File: config.mk
export PLATFORM = sky130hd
export DESIGN_NAME = dotted_quad_address_parser_unit
export DESIGN_NICKNAME = d
export VERILOG_FILES = /design/src/dqap_pkg.sv /design/src/dqap_step.sv /design/src/dotted_quad_address_parser_unit.sv
export SDC_FILE = /design/constraint.sdc
export NUM_CORES = 1
export LEC_CHECK = 0
export BUFFER_PORTS_ARGS = -buffer_cell sky130_fd_sc_hd__buf_2
export CAP_MARGIN = 20
export CORE_MARGIN = 5
export CORE_UTILIZATION = 45
export CTS_BUF_LIST = sky130_fd_sc_hd__clkbuf_4 sky130_fd_sc_hd__clkbuf_8 sky130_fd_sc_hd__clkbuf_16
export DETAILED_ROUTE_END_ITERATION = 10
export RECOVER_POWER = 25
export SLEW_MARGIN = 20
export SYNTH_ARGS = -nofsm -noshare
export SYNTH_HDL_FRONTEND = slang
export SYNTH_SLANG_ARGS = --single-unit
File: constraint.sdc
create_clock -name aclk -period 4.7 [get_ports aclk]
set_input_delay 0.94 -clock aclk [delete_from_list [all_inputs] [get_ports aclk]]
set_output_delay 0.94 -clock aclk [all_outputs]
set_load 0.1 [all_outputs]
File: src/dqap_pkg.sv
package dqap_pkg;

    localparam int unsigned CHAR_W = 8;
    localparam int unsigned COMP_W = 9;
    localparam int unsigned GROUP_W = 2;
    localparam int unsigned PART_W = 24;
    localparam int unsigned ADDR_W = 32;
    localparam int unsigned PROD_W = 12;

    localparam logic [CHAR_W-1:0] CHAR_ZERO = 8'h30;
    localparam logic [CHAR_W-1:0] CHAR_NINE = 8'h39;
    localparam logic [CHAR_W-1:0] CHAR_DOT = 8'h2e;

    localparam logic [COMP_W-1:0] COMP_MAX = 9'd255;
    localparam logic [COMP_W-1:0] COMP_SAT = 9'd256;
    localparam logic [GROUP_W-1:0] LAST_GROUP = 2'd3;

    localparam logic [GROUP_W-1:0] GROUP_FIRST = 2'd0;
    localparam logic [GROUP_W-1:0] GROUP_SECOND = 2'd1;
    localparam logic [GROUP_W-1:0] GROUP_THIRD = 2'd2;

    typedef struct packed {
        logic [COMP_W-1:0]  comp;
        logic [GROUP_W-1:0] groups;
        logic               digit;
        logic [PART_W-1:0]  partial;
        logic               err;
    } parse_state_t;

    typedef struct packed {
        logic              ok;
        logic [ADDR_W-1:0] address;
    } parse_result_t;

endpackage

File: src/dqap_step.sv
module dqap_step import dqap_pkg::*; (
    input  parse_state_t        state,
    input  logic [CHAR_W-1:0]   character,
    input  logic                end_of_text,
    output parse_state_t        state_next,
    output parse_result_t       result
);

    logic [CHAR_W-1:0] digit_val;
    logic [PROD_W-1:0] prod;
    logic              is_digit;
    logic              is_dot;
    logic              dot_bad;
    logic              ok;

    assign digit_val = character - CHAR_ZERO;
    assign prod = {state.comp, 3'b000} + {2'b00, state.comp, 1'b0}
                  + {8'b0, digit_val[3:0]};
    assign is_digit = (character >= CHAR_ZERO) && (character <= CHAR_NINE);
    assign is_dot = (character == CHAR_DOT);
    assign dot_bad = (state.comp > COMP_MAX) || (state.groups == LAST_GROUP) || !state.digit;
    assign ok = !state.err && (state.comp <= COMP_MAX) && (state.groups == LAST_GROUP)
                && state.digit;

    always_comb begin
        state_next = state;
        result.ok = ok;
        result.address = ok ? {state.comp[7:0], state.partial} : '0;
        if (end_of_text) begin
            state_next = '0;
        end else if (!state.err) begin
            if (is_digit) begin
                state_next.comp = (prod > PROD_W'(COMP_SAT)) ? COMP_SAT : prod[COMP_W-1:0];
                state_next.digit = 1'b1;
            end else if (is_dot) begin
                if (dot_bad) begin
                    state_next.err = 1'b1;
                end else begin
                    case (state.groups)
                        GROUP_FIRST: begin
                            state_next.partial[7:0] = state.partial[7:0] | state.comp[7:0];
                        end
                        GROUP_SECOND: begin
                            state_next.partial[15:8] = state.partial[15:8] | state.comp[7:0];
                        end
                        GROUP_THIRD: begin
                            state_next.partial[23:16] = state.partial[23:16] | state.comp[7:0];
                        end
                        default: begin
                            state_next.partial = state.partial;
                        end
                    endcase
                    state_next.groups = state.groups + 2'd1;
                    state_next.comp = '0;
                    state_next.digit = 1'b0;
                end
            end else begin
                state_next.err = 1'b1;
            end
        end
    end

endmodule

File: src/dotted_quad_address_parser_unit.sv
// channel   direction  handshake            payload
// s_        in         s_valid / s_ready    s_character, s_end_of_text
// m_        out        m_valid / m_ready    m_valid_res, m_address
//
// one word per cycle sustained unless a stalled result holds an end word; an end word
// passes the input register, then the result register after the parse update
// synchronous active-low reset clears the parse state and both valid flags
// a stalled result holds an end word in the input register; words behind it wait
module dotted_quad_address_parser_unit import dqap_pkg::*; (
    input  logic              aclk,
    input  logic              aresetn,
    input  logic              s_valid,
    output logic              s_ready,
    input  logic [CHAR_W-1:0] s_character,
    input  logic              s_end_of_text,
    output logic              m_valid,
    input  logic              m_ready,
    output logic              m_valid_res,
    output logic [ADDR_W-1:0] m_address
);

    logic              in_valid_reg;
    logic [CHAR_W-1:0] char_reg;
    logic              end_reg;
    parse_state_t      state_reg;
    parse_state_t      state_next;
    parse_result_t     result_next;
    logic              out_valid_reg;
    logic              valid_res_reg;
    logic [ADDR_W-1:0] address_reg;
    logic              advance;

    dqap_step u_step (
        .state       (state_reg),
        .character   (char_reg),
        .end_of_text (end_reg),
        .state_next  (state_next),
        .result      (result_next)
    );

    assign advance = in_valid_reg && (!end_reg || !out_valid_reg || m_ready);
    assign s_ready = !in_valid_reg || advance;
    assign m_valid = out_valid_reg;
    assign m_valid_res = valid_res_reg;
    assign m_address = address_reg;

    always_ff @(posedge aclk) begin
        if (!aresetn) begin
            in_valid_reg <= 1'b0;
            out_valid_reg <= 1'b0;
            state_reg <= '0;
        end else begin
            if (s_ready) begin
                in_valid_reg <= s_valid;
            end
            if (advance) begin
                state_reg <= state_next;
            end
            if (advance && end_reg) begin
                out_valid_reg <= 1'b1;
            end else if (m_ready) begin
                out_valid_reg <= 1'b0;
            end
        end
    end

    always_ff @(posedge aclk) begin
        if (s_valid && s_ready) begin
            char_reg <= s_character;
            end_reg <= s_end_of_text;
        end
        if (advance && end_reg) begin
            valid_res_reg <= result_next.ok;
            address_reg <= result_next.address;
        end
    end

endmodule

* Word level (Yosys, flattened, before mapping)
Cells that the tools add are included. W data, S select, Z words.
Cells by class: order comparisons 5, add/sub/neg operators 4, reduce and logical (&&, ||, !) cells 29, bitwise operators 3, eq/ne operators 8, mux-type cells 16
Operators with widths (count):
- $mux W37 | 2
- $mux W36 | 2
- $mux W25 | 1
- $mux W8 | 3
- $or A8 B8 Y8 | 3
- $mux W9 | 2
- $reduce_and A6 Y1 | 3
- $add A12 B10 Y12 | 1
- $add A12 B4 Y12 | 1
- $gt A12 B9 Y1 const B | 1
- $reduce_bool A2 Y1 | 5
- $gt A9 B8 Y1 const B | 1
- $le A9 B8 Y1 const B | 1
- $eq A8 B6 Y1 const B | 1
- $ge A8 B6 Y1 const B | 1
- $le A8 B6 Y1 const B | 1
- $logic_and A1 B1 Y1 | 7
- $ne A2 B2 Y1 const B | 3
- $logic_not A1 Y1 | 5
- $logic_or A1 B1 Y1 | 5
- $mux W1 | 5
- $reduce_and A5 Y1 | 1
- $eq A2 B2 Y1 const B | 2
- $reduce_and A4 Y1 | 1
- 7 further kinds | 7
Storage, ports and cells: bits of input ports 13, word-level logic and storage cells 78, output and inout port bits 35, flip-flop bits (word level) 81

* Depth between registers and ports, before layout
Gate-level depths: netlist of run 1.
word-level depth 8, mapped depth 10, mapped depth without buffers 10

* Cells and area by module
From an unflattened synthesis of run 1, not the netlist that was laid out.
Second synthesis, totals: cell total of the unflattened synthesis 460, area total of the unflattened synthesis 4456.8 µm²
Modules (own cells, without submodules):
- dotted_quad_address_parser_unit | cells an instance 213, seq. area each 2042.0 µm², times used 1, area an instance 2841.5 µm²
- dqap_step | cells an instance 247, seq. area each 0.0 µm², times used 1, area an instance 1615.3 µm²

* Least setup slack after synthesis of run 1
No wires, ideal clock.
path type register to output, start point register out_valid_reg (netlist: m_valid), end point output s_ready, cell stages (with the launch flop) 3, buffers on the path 0, setup slack 1.800 ns, data required time 3.760 ns, arrival time 1.960 ns, cells stage by stage dfxtp_1 > nor2b_1 > nand3_1
On the way: longest elaborated chain between the ends 5
Ends and longest elaborated chain:
- start, declared | line dotted_quad_address_parser_unit.sv:28 | logic out_valid_reg;
- start signal, assigned | line dotted_quad_address_parser_unit.sv:50 | out_valid_reg <= 1'b0;
- start signal, assigned | line dotted_quad_address_parser_unit.sv:60 | out_valid_reg <= 1'b1;
- start signal, assigned | line dotted_quad_address_parser_unit.sv:62 | out_valid_reg <= 1'b0;
- $logic_not A1 Y1 | line dotted_quad_address_parser_unit.sv:41 | assign advance = in_valid_reg && (!end_reg || !out_valid_reg || m_ready);
- $logic_or A1 B1 Y1 (2 in series) | line dotted_quad_address_parser_unit.sv:41
- $logic_and A1 B1 Y1 | line dotted_quad_address_parser_unit.sv:41
- $logic_or A1 B1 Y1 | line dotted_quad_address_parser_unit.sv:42 | assign s_ready = !in_valid_reg || advance;
- end, declared | line dotted_quad_address_parser_unit.sv:13 | output logic s_ready,
No other way between the ends.

* Worst setup path in the final report of run 1
start point register state_reg[30] (netlist bit), end point register state_reg[31] (netlist bit)
On the way: longest elaborated chain between the ends 7, elaborated cells on any way between the ends 12, classes of those cells add/sub: 2; order compare: 2; eq/ne: 1; mux: 4; reduce/logical: 3
Ends and longest elaborated chain:
- start, declared | line dotted_quad_address_parser_unit.sv:25 | parse_state_t state_reg;
- start signal, assigned | line dotted_quad_address_parser_unit.sv:57 | state_reg <= state_next;
- $add A12 B10 Y12 | line dqap_step.sv:17 | assign prod = {state.comp, 3'b000} + {2'b00, state.comp, 1'b0}
- $add A12 B4 Y12 | line dqap_step.sv:18 | + {8'b0, digit_val[3:0]};
- $gt A12 B9 Y1 | line dqap_step.sv:33 | state_next.comp = (prod > PROD_W'(COMP_SAT)) ? COMP_SAT : prod[COMP_W-1:0];
- $mux W9 | line dqap_step.sv:33
- $mux W9 | line dqap_step.sv:32 | if (is_digit) begin
- $mux W37 | line dqap_step.sv:31 | end else if (!state.err) begin
- $mux W37 | line dqap_step.sv:29 | if (end_of_text) begin
Parallel ways exist; a longest one is shown, timed or not. The select of a mux whose other input is x is not followed. A chain may end at the register's enable or synchronous reset.

==> results of run 1 <==
## stage by stage
| step | std cells | setup slack (ns) | area, um2 | utilization, % | total power, W |
|---|---|---|---|---|---|
| finish | 496 | 1.77 | 4240 | 52.1 | 0.00132 |
| global route | 496 | 1.53 | 4240 | 52.1 | 0.00137 |
| CTS | 496 | 1.72 | 4260 | 52.3 | 0.00133 |
| detailed placement | 480 | 1.75 | 4070 | 50.1 | 0.000872 |
| global placement | 480 | 1.86 | 4070 | 50.1 | 0.000871 |
| floorplan | 334 | 1.80 | 3710 | - | 0.000851 |
## power groups by stage
stage | clock network, W | registers [W] | logic, W
after floorplan | 0 | 0.000822 | 0.0000295
after global placement | 0 | 0.000777 | 0.0000942
after detailed placement | 0 | 0.000777 | 0.0000944
after CTS | 0.000473 | 0.000761 | 0.0000947
after global routing | 0.000505 | 0.000762 | 0.0000988
final | 0.000464 | 0.000760 | 0.0000934
## final cells by class
class,instances,area [um2],area share (%)
clock buffer,11,156,3.69
clock inverter,5,30.0,0.709
inverter,18,67.6,1.59
multi-input combinational,226,1560,36.8
sequential,81,2040,48.2
tap,105,131,3.10
timing repair buffer,50,251,5.94
## critical path, stage by stage, from the launching register on
cell	delay, ns
dfxtp_1	0.48
inv_1	0.09
fa_1	0.49
fa_1	0.47
nand2b_2	0.22
a21oi_1	0.30
nor4b_1	0.14
a211oi_4	0.26
o21ai_2	0.15
o31ai_1	0.24
## kinds of logic after synthesis
logic type / after synthesis / synth area share, %
AO/OA/AOI/OAI: 75 / 14.2
buffers and inverters: 27 / 3.07
AND/OR/NAND/NOR: 124 / 18.6
multiplexers: 1 / 0.270
XOR/XNOR: 3 / 0.708
flip-flops: 81 / 55.0
adder cells (fa/ha/maj): 23 / 8.15
## cell usage after synthesis, drive strengths merged, types with 2 or more instances
master / number / share of area (%)
nor4: 3 / 0.91
nor2b: 4 / 0.67
xnor2: 2 / 0.47
a31oi: 3 / 0.51
inv: 18 / 1.8
nand2: 18 / 1.8
nand4bb: 2 / 0.61
and2: 34 / 5.7
o21ai: 8 / 1.3
and3: 3 / 0.64
ha: 21 / 7.1
a21o: 2 / 0.40
o211ai: 2 / 0.77
nor3: 2 / 0.57
a21oi: 40 / 5.5
nand3: 6 / 0.81
dfxtp: 39 / 21
buf: 3 / 0.64
clkbuf: 6 / 0.61
nor2: 40 / 4.3
edfxtp: 42 / 34
o31ai: 7 / 1.4
a211oi: 4 / 1.6
nand2b: 5 / 0.91
fa: 2 / 1.1
## how the worst min path moves through the flow
stage,start,end,cells past startpoint
after floorplan,state_reg[10],state_reg[10],2
after global placement,state_reg[8],state_reg[8],2
after detailed placement,state_reg[5],state_reg[5],2
after CTS,state_reg[4],state_reg[4],2
after global routing,state_reg[21],state_reg[21],2
final,state_reg[4],state_reg[4],2
## metal layers
metal,routed length (um),GRT usage (%),vias up
li1,-,-,1286
met1,3250,18.4,1157
met2,3200,22.6,55
met3,368,3.81,6
met4,101,4.66,0
met5,0,0,-
==> out/results.tsv, run 1 <==
metric	value	unit
diodes	0	
route.detailed.drc	0	
outcome	complete, no violations	
path_class	reg -> reg	
switching_share	24.3	%
gr-usage-all-layers	14.1	%
clock-sinks	81	
grt_max_degree	34	
post_cts_buffers	0	
grt_pass1_wl	11100	um
synth_fp_nets	370	
hp-class	reg -> reg	
rrSetupSlack	1.77	ns
ir_drop	0.195	mV
overflow	0	
syn_avg_cell_area	11.1	um2
drtPass1Iterations	4	
power.switching	0.000321	W
coreArea	0.00813	mm2
end_kind	flop	
clkTransAtPathRegs	0.08	ns
holdWs	0.464	ns
drive_above_1_share	21.0	%
hold_violations	0	
antenna_found_initial	0	
clockBufferDepth	2	
maxCapViolCount	0	
crit_end	state_reg[31]	
power.density	311	mW/mm2
die_w	101	um
power_leakage	1.66	nW
wl_per_cell	14.0	um
largest_reg_flops	37	
cts-root-buf	clkbuf_8	
post-dp-hpwl	5110	um
r2r_end	state_reg[31]	
seq_power_share	57.7	%
yosysSeqAreaShare	55.0	%
finClkSkew	0.0116	ns
syn_area	0.00371	mm2
synth_enable_flop_cells	42	
critPathLaunchType	flop	
grt_pass1_vias	2299	
numCtsBuffers	9	
synthCells	334	
synthArstFlopShare	0	%
r2r-start	state_reg[30]	
ioPinCount	48	
clkLatencyLatePin	0.34	ns
p_clk_share	35.2	%
die-area	0.0102	mm2
slew_headroom	27.6	%
port_buffers	47	
final_cell_mix	buf_2, edfxtp_1, a21oi_1, dfxtp_1, nor2_1	
fmax	341	MHz
power.internal	0.000997	W
period_share	62.4	%
fin_crit	2.93	ns
cts_hold_buffers	0	
nNetsFinal	422	
synth_cell_type_count	56	
via_count	2504	
ys_ff_latch	81	
path_max_fanout	7	
fin_tns_setup	0	ns
synth-warning-count	0	
combPwrFrac	7.1	%
viasPerCell	5.05	
ant_nets	0	
cts_tree	done	
rsz0062_at_grt	no	
gp_congestion	0.802	
start_util	45.7	%
routed_wl	6920	um
final_common_cell	buf_2	
setup-violations-final	0	
worstMarginPinSlew	1.09	ns
areaGrowthSynthToFinish	14.1	%
worstPathArrival	3.18	ns
num_rows	33	
ys.flop_type	edfxtp_1	
cp-startpoint	state_reg[30]	
die_h	101	um
required	4.95	ns
slew_violations	0	
ctsHtreeMaxLevel	3	
cts.repair.resized	0	
r2r_cells	9	
fillers	749	
drt-initial-drc-count	118	
(Power assumes the default switching activity.)
==> inputs of run 2 (changes only) <==
--- a/config.mk
+++ b/config.mk
@@ -11,6 +11,7 @@
 export CORE_UTILIZATION = 45
 export CTS_BUF_LIST = sky130_fd_sc_hd__clkbuf_4 sky130_fd_sc_hd__clkbuf_8 sky130_fd_sc_hd__clkbuf_16
 export DETAILED_ROUTE_END_ITERATION = 10
+export PLACE_DENSITY = 0.67
 export RECOVER_POWER = 25
 export SLEW_MARGIN = 20
 export SYNTH_ARGS = -nofsm -noshare
==> constraint.sdc (replaced) <==
create_clock -name aclk -period 2.48 [get_ports aclk]
set_input_delay 0.496 -clock aclk [delete_from_list [all_inputs] [get_ports aclk]]
set_output_delay 0.496 -clock aclk [all_outputs]
set_load 0.1 [all_outputs]
==> out/results.tsv, run 2 (synthesis gave the netlist of run 1 again) <==
metric	value	unit
outcome	finished, violations left	
violations	setup timing	
viasPerCell	5.10	
route.detailed.drc	0	
top_usage_layer	met2	
largest_reg_flops	37	
antenna_found_initial	0	
areaGrowthSynthToFinish	20.8	%
drive_above_1_share	29.4	%
dpl_worst_slack	-0.296	ns
overflow	0	
grtUsageMet2	23.9	%
worst_slack	-0.174	ns
num_rows	33	
maxCapViolCount	0	
die_w	101	um
cts-root-buf	clkbuf_8	
coreArea	0.00813	mm2
ioPinCount	48	
clockBufferDepth	2	
nNetsFinal	450	
worstMarginPinSlew	1.08	ns
fmax	377	MHz
clkTransAtPathRegs	0.08	ns
clkLatencyLatePin	0.35	ns
required	2.74	ns
start_util	45.7	%
port_buffers	47	
final_common_cell	buf_2	
gp_congestion	0.847	
diodes	0	
setup-violations-final	9	
dp.cells	505	
via_count	2672	
hold_violations	0	
cts_hold_buffers	0	
grt_pass1_wl	11800	um
grt_pass1_vias	2525	
fin_area	0.00449	mm2
ctsHtreeMaxLevel	3	
drtPass1Iterations	4	
placed_area	0.00427	mm2
fillers	714	
power	0.00248	W
die-area	0.0102	mm2
power_leakage	1.82	nW
ir_drop	0.411	mV
gr-usage-all-layers	14.8	%
rsz0062_at_grt	yes	
fin_crit	2.65	ns
die_h	101	um
cts_tree	done	
slew_headroom	28.3	%
drt-initial-drc-count	148	
stdcell_count	524	
path_class	reg -> reg	
grt_max_degree	34	
path_max_fanout	8	
clock-sinks	81	
critPathLaunchType	flop	
wl_per_cell	13.7	um
hp-class	in -> reg	
period_share	107	%
final_cell_mix	buf_2, edfxtp_1, a21oi_1	
finClkSkew	0.0105	ns
grtUsageMet3	4.15	%
end_kind	flop	
worstPathArrival	2.91	ns
post-dp-hpwl	5360	um
power.density	552	mW/mm2
use_met1	19.0	%
numCtsBuffers	9	
routed_wl	7150	um
slew_violations	0	
ant_nets	0	
run 2: worst max-delay path, stage by stage, from the launching register on:
cell	delay, ns
edfxtp_1	0.39
inv_1	0.08
fa_1	0.45
fa_2	0.36
nand2b_4	0.16
a211oi_2	0.24
mux2i_2	0.13
a2111oi_4	0.31
o211ai_4	0.20
o31ai_1	0.25
run 2: stage by stage:
stage | TNS [ns] | util [%] | hold WS [ns]
final | -1.26 | 55.2 | 0.325
after global routing | -2.40 | 55.2 | 0.301
after CTS | -0.974 | 55.1 | 0.302
after detailed placement | -2.31 | 52.5 | 0.447
after global placement | -1.71 | 52.5 | 0.440
after floorplan | -0.693 | - | 0.429
run 2: what timing repair did:
item                                    in CTS  in global routing
pin swaps                                    9                  1
setup buffers                                3                  0
endpoints found under the setup margin       9                  9
resized for setup                            2                  6
run 2: worst paths after layout:
path	from	cells after the start	end	slack [ns]
worst max-delay path	char_reg[3]	9	state_reg[30]	-0.17
worst min-delay path	s_character[1]	1	char_reg[1]	0.33
worst max register to register	char_reg[3]	9	state_reg[30]	-0.17
worst min register to register	state_reg[2]	2	state_reg[2]	0.47
run 2: layout make-up:
class                           instances  area (um2)  area share, %
Tap cell                              105         131           2.93
Inverter                               18        67.6           1.51
Sequential cell                        81        2050           45.6
Timing Repair Buffer                   78         454           10.1
Clock inverter                          7        52.6           1.17
Clock buffer                            9         124           2.76
Multi-Input combinational cell        226        1610           35.9
run 2: report_power, final:
part / leakage (nW) / internal (W) / total [W] / switching [W]
Combinational: 1.02 / 0.0000367 / 0.000185 / 0.000149
Sequential: 0.721 / 0.00143 / 0.00144 / 0.0000122
Clock: 0.0799 / 0.000368 / 0.000853 / 0.000485
Total: 1.82 / 0.00183 / 0.00248 / 0.000646
run 2: layer usage:
metal / vias to the layer above / wire length [um]
li1: 1352 / -
met5: - / 0
met1: 1231 / 3210
met3: 13 / 455
met2: 76 / 3360
met4: 0 / 122
==> inputs of run 3 (changes only) <==
--- a/config.mk
+++ b/config.mk
@@ -11,9 +11,9 @@
 export CORE_UTILIZATION = 45
 export CTS_BUF_LIST = sky130_fd_sc_hd__clkbuf_4 sky130_fd_sc_hd__clkbuf_8 sky130_fd_sc_hd__clkbuf_16
 export DETAILED_ROUTE_END_ITERATION = 10
-export PLACE_DENSITY = 0.67
 export RECOVER_POWER = 25
 export SLEW_MARGIN = 20
 export SYNTH_ARGS = -nofsm -noshare
 export SYNTH_HDL_FRONTEND = slang
+export SYNTH_HIERARCHICAL = 1
 export SYNTH_SLANG_ARGS = --single-unit
==> constraint.sdc (replaced) <==
create_clock -name aclk -period 3.07 [get_ports aclk]
set_input_delay 0.614 -clock aclk [delete_from_list [all_inputs] [get_ports aclk]]
set_output_delay 0.614 -clock aclk [all_outputs]
set_load 0.1 [all_outputs]
==> out/results.tsv, run 3 <==
metric	value	unit
ys.flop_type	edfxtp_1	
ctsHtreeMaxLevel	3	
critPathLaunchType	flop	
cts_tree	done	
gr-usage-all-layers	17.1	%
clock-sinks	81	
setup-violations-final	4	
die-area	0.0120	mm2
maxCapViolCount	0	
hp-start	s_end_of_text	
coreArea	0.00973	mm2
worst_slack	-0.0774	ns
numCtsBuffers	9	
power_leakage	2.22	nW
synth_most_common_cell	nand2_1	
r2r-start	char_reg[3]	
fmax	318	MHz
outcome	finished, violations left	
die_h	110	um
diodes	0	
rsz0062_at_grt	yes	
syn_area	0.00446	mm2
route.detailed.drc	0	
ir_drop	0.267	mV
hp-class	in -> reg	
start_util	45.8	%
stdcell_count	669	
drive_above_1_share	24.3	%
required	3.35	ns
worstPathArrival	3.42	ns
overflow	0	
via_count	3405	
dp.cells	645	
ys_ff_latch	81	
yosysSeqAreaShare	45.8	%
slew_violations	0	
port_buffers	47	
slew_headroom	35.5	%
path_max_fanout	4	
finClkSkew	0.0103	ns
synth-warning-count	6	
areaGrowthSynthToFinish	18.4	%
synthCells	460	
ant_nets	0	
fillers	955	
fin_crit	3.15	ns
final_util	54.2	%
largest_reg_flops	37	
cp-startpoint	char_reg[3]	
final_common_cell	nand2_1	
clkLatencyLatePin	0.35	ns
synth_enable_flop_cells	42	
worstMarginPinSlew	0.967	ns
violations	setup timing	
routed_wl	9590	um
grt_pass1_vias	3295	
syn_avg_cell_area	9.69	um2
drt-initial-drc-count	180	
power	0.00221	W
nNetsFinal	567	
ioPinCount	48	
cts_hold_buffers	0	
post-dp-hpwl	6620	um
fin_area	0.00528	mm2
ys_top_cells_by_count	nand2_1, edfxtp_1, dfxtp_1, mux2i_1, nor2_1	
clockBufferDepth	2	
synth_area_leaders	edfxtp_1, dfxtp_1, mux2i_1	
synthArstFlopShare	0	%
power.density	420	mW/mm2
grt_max_degree	43	
viasPerCell	5.09	
wl_per_cell	14.3	um
synth_top_area_share	28.3	%
antenna_found_initial	0	
clkTransAtPathRegs	0.08	ns
gp_congestion	0.838	
placed_area	0.00494	mm2
cts-root-buf	clkbuf_8	
hold_violations	0	
end_kind	flop	
drtPass1Iterations	5	
synth_cell_type_count	62	
num_rows	36	
die_w	110	um
final_cell_mix	nand2_1, buf_2, edfxtp_1	
yosys.area.top_type	edfxtp_1	
path_class	reg -> reg	
rrSetupSlack	-0.08	ns
synth_fp_nets	496	
period_share	103	%
grt_pass1_wl	16100	um
run 3: final timing paths:
check / cells past startpoint / endpoint
worst max-delay path: 12 / state_reg[33]
worst min register to register: 2 / state_reg[1]
worst max register to register: 12 / state_reg[33]
worst min-delay path: 1 / end_reg
run 3: worst max-delay path, stage by stage (launching register included):
cell,delay (ns)
edfxtp_1,0.41
inv_1,0.10
fa_1,0.43
buf_4,0.15
fa_2,0.57
nor4b_2,0.21
nand3_1,0.15
o311ai_4,0.43
buf_4,0.19
and3_2,0.17
o21a_1,0.10
nand2_1,0.04
mux2i_1,0.11
run 3: final cells by class:
cell class	instances	area [um2]	share of cell area, %
clock buffer	10	131	2.49
timing repair buffer	83	502	9.51
multi-input combinational	340	2270	43.0
inverter	16	60.1	1.14
tap	133	166	3.15
sequential	81	2040	38.7
clock inverter	6	106	2.02
run 3: power breakdown:
group | switching (W) | internal, W | leakage, nW | total [W]
clock | 0.000378 | 0.000547 | 0.119 | 0.000925
combinational | 0.0000921 | 0.0000442 | 1.33 | 0.000136
sequential | 0.00000836 | 0.00114 | 0.773 | 0.00115
run 3: metal layers:
layer | routed length, um | up-vias | track usage [%]
met4 | 173 | 0 | 6.23
met5 | 0 | - | 0
met2 | 4630 | 78 | 28.7
met3 | 452 | 14 | 3.41
li1 | - | 1737 | -
met1 | 4330 | 1576 | 21.9
run 3: metrics by stage:
stage	worst slack (ns)	hold slack [ns]	setup TNS, ns
2_1_floorplan	0.0254	0.443	0
4_1_cts	-0.0609	0.421	-0.0973
6_report	-0.0774	0.436	-0.153
5_1_grt	-0.250	0.419	-1.49
3_3_place_gp	-0.0143	0.453	-0.0143
3_5_place_dp	-0.135	0.460	-0.536
run 3: kinds of logic (layout without fill, tap and decap cells):
kind of cell	count (synthesis)	in the layout	synth area share, %
AND/OR/NAND/NOR	201	201	22.3
flip-flops	81	81	45.8
AO/OA/AOI/OAI	73	73	11.0
multiplexers	39	39	8.76
buffers and inverters	39	115	4.55
adder cells (fa/ha/maj)	23	23	6.79
XOR/XNOR	4	4	0.786
run 3: timing repair:
action,in CTS,in global routing
endpoints found under the setup margin,8,9
setup buffers,5,3
pin swaps,10,5
resized for setup,8,5
